===== src/qau_pkg.sv =====
package qau_pkg;
  localparam int FRAC_BITS_DEF = 16;
  localparam int QUEUE_DEPTH = 2;

  typedef enum logic [2:0] {
    OP_PROD = 3'd0, OP_ROT = 3'd1, OP_SUM = 3'd2, OP_DIFF = 3'd3,
    OP_SCALE = 3'd4, OP_DOT = 3'd5, OP_NONE6 = 3'd6, OP_NONE7 = 3'd7
  } op_t;

  typedef struct packed {
    logic [2:0] op;
    logic signed [31:0] a_w;
    logic signed [31:0] a_x;
    logic signed [31:0] a_y;
    logic signed [31:0] a_z;
    logic signed [31:0] b_w;
    logic signed [31:0] b_x;
    logic signed [31:0] b_y;
    logic signed [31:0] b_z;
  } in_item_t;

  typedef struct packed {
    logic signed [31:0] r_w;
    logic signed [31:0] r_x;
    logic signed [31:0] r_y;
    logic signed [31:0] r_z;
    logic saturated;
  } out_item_t;
endpackage


===== src/qau_front.sv =====
module qau_front (
  input  logic clk,
  input  logic rst_n,
  input  logic in_push,
  output logic in_full,
  input  qau_pkg::in_item_t in_data,
  output logic q_valid,
  input  logic q_take,
  output qau_pkg::in_item_t q_data
);
  import qau_pkg::*;
  in_item_t mem_r [QUEUE_DEPTH];
  logic wp_r, rp_r;
  logic [1:0] cnt_r;
  logic wr, rd;
  assign in_full = (cnt_r == 2'(QUEUE_DEPTH));
  assign wr = in_push && !in_full;
  assign q_valid = (cnt_r != 2'd0);
  assign rd = q_take && q_valid;
  assign q_data = mem_r[rp_r];
  always_ff @(posedge clk) begin
    if (!rst_n) begin
      wp_r <= 1'b0;
      rp_r <= 1'b0;
      cnt_r <= 2'd0;
    end else begin
      if (wr) wp_r <= ~wp_r;
      if (rd) rp_r <= ~rp_r;
      cnt_r <= cnt_r + 2'(wr) - 2'(rd);
    end
    if (wr) mem_r[wp_r] <= in_data;
  end
endmodule


===== config.mk =====
export PLATFORM = sky130hd
export DESIGN_NAME = qau_front
export DESIGN_NICKNAME = d
export VERILOG_FILES = /design/src/qau_pkg.sv /design/src/qau_front.sv
export SDC_FILE = /design/constraint.sdc
export NUM_CORES = 1
export LEC_CHECK = 0
export BUFFER_PORTS_ARGS = -buffer_cell sky130_fd_sc_hd__buf_4
export CORE_MARGIN = 3
export CORE_UTILIZATION = 49
export CTS_BUF_LIST = sky130_fd_sc_hd__clkbuf_4 sky130_fd_sc_hd__clkbuf_8
export DETAILED_ROUTE_END_ITERATION = 6
export GPL_ROUTABILITY_DRIVEN = 0
export PLACE_DENSITY = 0.78
export SLEW_MARGIN = 20
export SYNTH_ARGS = -nofsm -noshare
export SYNTH_HDL_FRONTEND = slang
export SYNTH_SLANG_ARGS = --single-unit

===== constraint.sdc =====
create_clock -name clk -period 14.7 [get_ports clk]
set_clock_uncertainty 0.2 [all_clocks]
set_input_delay 2.205 -clock clk [delete_from_list [all_inputs] [get_ports clk]]
set_output_delay 2.205 -clock clk [all_outputs]
set_load 0.1 [all_outputs]

==> impl_metrics.py <==
metrics = {
    "run_status": {
        "status": "finished clean",
    },
    "worst_setup_path": {
        "r2r-end": "mem_r[1][210]",
        "r2r_cells": 4,
        "end_kind": "output pin",
        "reg2reg_from": "cnt_r[0]",
        "worstSetupEndpoint": "q_data[181]",
        "start_kind": "register",
        "crit_arrival_ns": 4.11,
        "critical_path_required_ns": 12.30,
        "critical_path_class": "register to output pin",
        "regToRegSetupSlack_ns": 10.88,
        "path_max_fanout": 67,
    },
    "timing": {
        "fmax_mhz": 154,
        "worst_pin_slew_ns": 1.11,
        "relSlewSlack_pct": 26.3,
        "final.setup.tns_ns": 0,
        "rsz0062_at_grt": "false",
        "setup_viol": 0,
        "hold_violations": 0,
        "fin_crit_ns": 6.51,
        "maxSlewViolCount": 0,
        "fin_crit_sh_pct": 44.3,
    },
    "logic_synthesis": {
        "syn_inst": 832,
        "synth.distinct_cells": 18,
        "yosys.area.top_type": "edfxtp_1",
        "avgSynthCellArea_um2": 23.8,
        "synth-warning-count": 0,
        "synth.cell_area_um2": 19800,
        "synth-seq-cells": 523,
        "yosysSeqAreaShare_pct": 79.2,
        "syn_nets": 1097,
        "synth_top_cell_area_share_pct": 78.7,
        "yosys-top-cells-area": "edfxtp_1, mux2_4, mux2_2",
    },
    "place": {
        "dp.cells": 1853,
        "io_buffer_count": 523,
        "dpl.hpwl_mm": 30.4,
    },
    "global_route": {
        "track_usage_pct": 19.5,
        "grt_overflow_total": 0,
        "grt_pass1_vias": 10550,
        "grt_max_degree": 189,
        "grt_first_pass_wirelength_mm": 61.7,
        "antenna_found_initial": 0,
    },
    "routing": {
        "dr.pass1.iters": 4,
        "postRouteAntennaNets": 0,
        "num_vias": 9904,
        "drt_iter0_markers": 553,
        "wl_per_cell_um": 21.6,
        "avgViaCountPerCell": 4.94,
        "wl_mm": 43.3,
        "drc_errors": 0,
    },
    "floorplan": {
        "initial_core_util_pct": 50.3,
        "core-area_um2": 39300,
        "num_rows": 72,
        "die-area_um2": 42800,
        "ioPinCount": 524,
        "die_h_um": 207,
        "fp.dieW_um": 207,
    },
    "hold_path": {
        "hold_path.class": "register to register",
    },
    "clock_network": {
        "clockBufferDepth": 3,
        "cts_buffers": 82,
        "postCtsSetupRepairBufs": 0,
        "cts_resized": 0,
        "h-tree-depth": 3,
        "postCtsHoldBufs": 0,
        "clock_latency_ns": 0.60,
        "cts_sinks": 523,
        "clockRootBuffer": "clkbuf_8",
        "clk_pin_slew_ns": 0.06,
        "cts_tree": "built",
    },
    "final_layout": {
        "nets": 1684,
        "final_layout_size_suffix_gt1_share_pct": 62.0,
        "fin_cells": 2003,
        "fillers": 2597,
        "area_growth_pct": 29.8,
        "utilization_pct": 65.3,
    },
    "power_and_ir_drop": {
        "power.density_nw_per_um2": 224,
        "vdd_drop_max_mv": 0.238,
        "p_leak_nw": 9.97,
    },
    "job": {
        "max-cap-violations": 0,
    },
}
## synthesized netlist by cell type, drive strengths merged
| cell | instances |
|---|---|
| and2 | 1 |
| mux2 | 259 |
| nand2b | 2 |
| mux2i | 1 |
| inv | 3 |
| xor2 | 1 |
| nand2 | 2 |
| ha | 2 |
| buf | 29 |
| and3 | 1 |
| nor2 | 4 |
| edfxtp | 518 |
| or2 | 1 |
| xnor2 | 2 |
| o21a | 1 |
| dfxtp | 5 |
## layer usage
metal | global-route usage, % | up-vias | part of all wire [%]
met3 | 8.20 | 96 | 11
met5 | 0.346 | - | 0
met4 | 9.78 | 0 | 4.0
met1 | 22.2 | 4814 | 36
li1 | - | 4505 | -
met2 | 31.8 | 489 | 49
## worst max-delay path: stages, from the launching register on
cell,delay (ns)
dfxtp_4,1.01
buf_4,0.87
buf_4,0.90
mux2_4,0.36
buf_4,0.23
## cell type report
cell class	instances	area, um^2	share of cell area (%)
Sequential cell	523	15700	61.0
Antenna cell	2	5.00	0.0195
Clock buffer	110	1340	5.22
Inverter	3	11.3	0.0439
Tap cell	518	648	2.53
Multi-Input combinational cell	277	3810	14.8
Timing Repair Buffer	532	4010	15.6
Clock inverter	38	179	0.697
## registers in the layout, indices dropped and copies added (netlist names), named ones only
name,cells
mem_r,518
cnt_r,2
rp_r,1
wp_r,1
## cells in the final DEF, fill, tap and decap left out, drive strengths merged
| cell | instances |
|---|---|
| and2 | 1 |
| and3 | 1 |
| buf | 532 |
| clkbuf | 110 |
| clkinv | 31 |
| clkinvlp | 6 |
| dfxtp | 5 |
| diode | 2 |
| edfxtp | 518 |
| ha | 2 |
| inv | 4 |
| mux2 | 259 |
| mux2i | 1 |
| nand2 | 2 |
| nand2b | 2 |
| nor2 | 4 |
| o21a | 1 |
| or2 | 1 |
| xnor2 | 2 |
| xor2 | 1 |
## how the worst min path moves through the flow
| stage | start | end | slack [ns] | depth (start not counted) |
|---|---|---|---|---|
| after floorplan | wp_r | wp_r | 0.25 | 2 |
| after global placement | rp_r | rp_r | 0.30 | 2 |
| after detailed placement | rp_r | rp_r | 0.33 | 2 |
| after CTS | rp_r | rp_r | 0.34 | 2 |
| after global routing | rp_r | rp_r | 0.36 | 2 |
| final | rp_r | rp_r | 0.34 | 2 |
## stage by stage
stage	setup slack (ns)	power (mW)	hold slack, ns	cell area, um^2
after floorplan	0.590	4.26	0.255	19800
after global placement	8.88	4.66	0.298	24100
after detailed placement	8.81	4.68	0.330	24100
after CTS	8.12	5.81	0.344	25700
after global routing	7.98	5.94	0.356	25700
final	8.19	5.76	0.339	25700
## power by group
group	internal (mW)	total, mW	leakage, nW	switching, mW
sequential	1.88	1.95	4.88	0.0733
clock	0.592	1.12	0.789	0.527
combinational	0.660	2.68	4.30	2.02
total	3.13	5.76	9.97	2.63
## kinds of logic (layout without fill, tap and decap cells)
| logic type | count (synthesis) | count (layout) | share of synthesized area (%) |
|---|---|---|---|
| other cells | 0 | 2 | 0 |
| flops | 523 | 523 | 79.2 |
| compound gates | 1 | 1 | 0.0380 |
| buf+inv | 32 | 683 | 1.58 |
| simple gates | 11 | 11 | 0.272 |
| xor+xnor | 3 | 3 | 0.133 |
| fa+ha+maj | 2 | 2 | 0.127 |
| mux | 260 | 260 | 18.6 |
(Power assumes the default switching activity.)
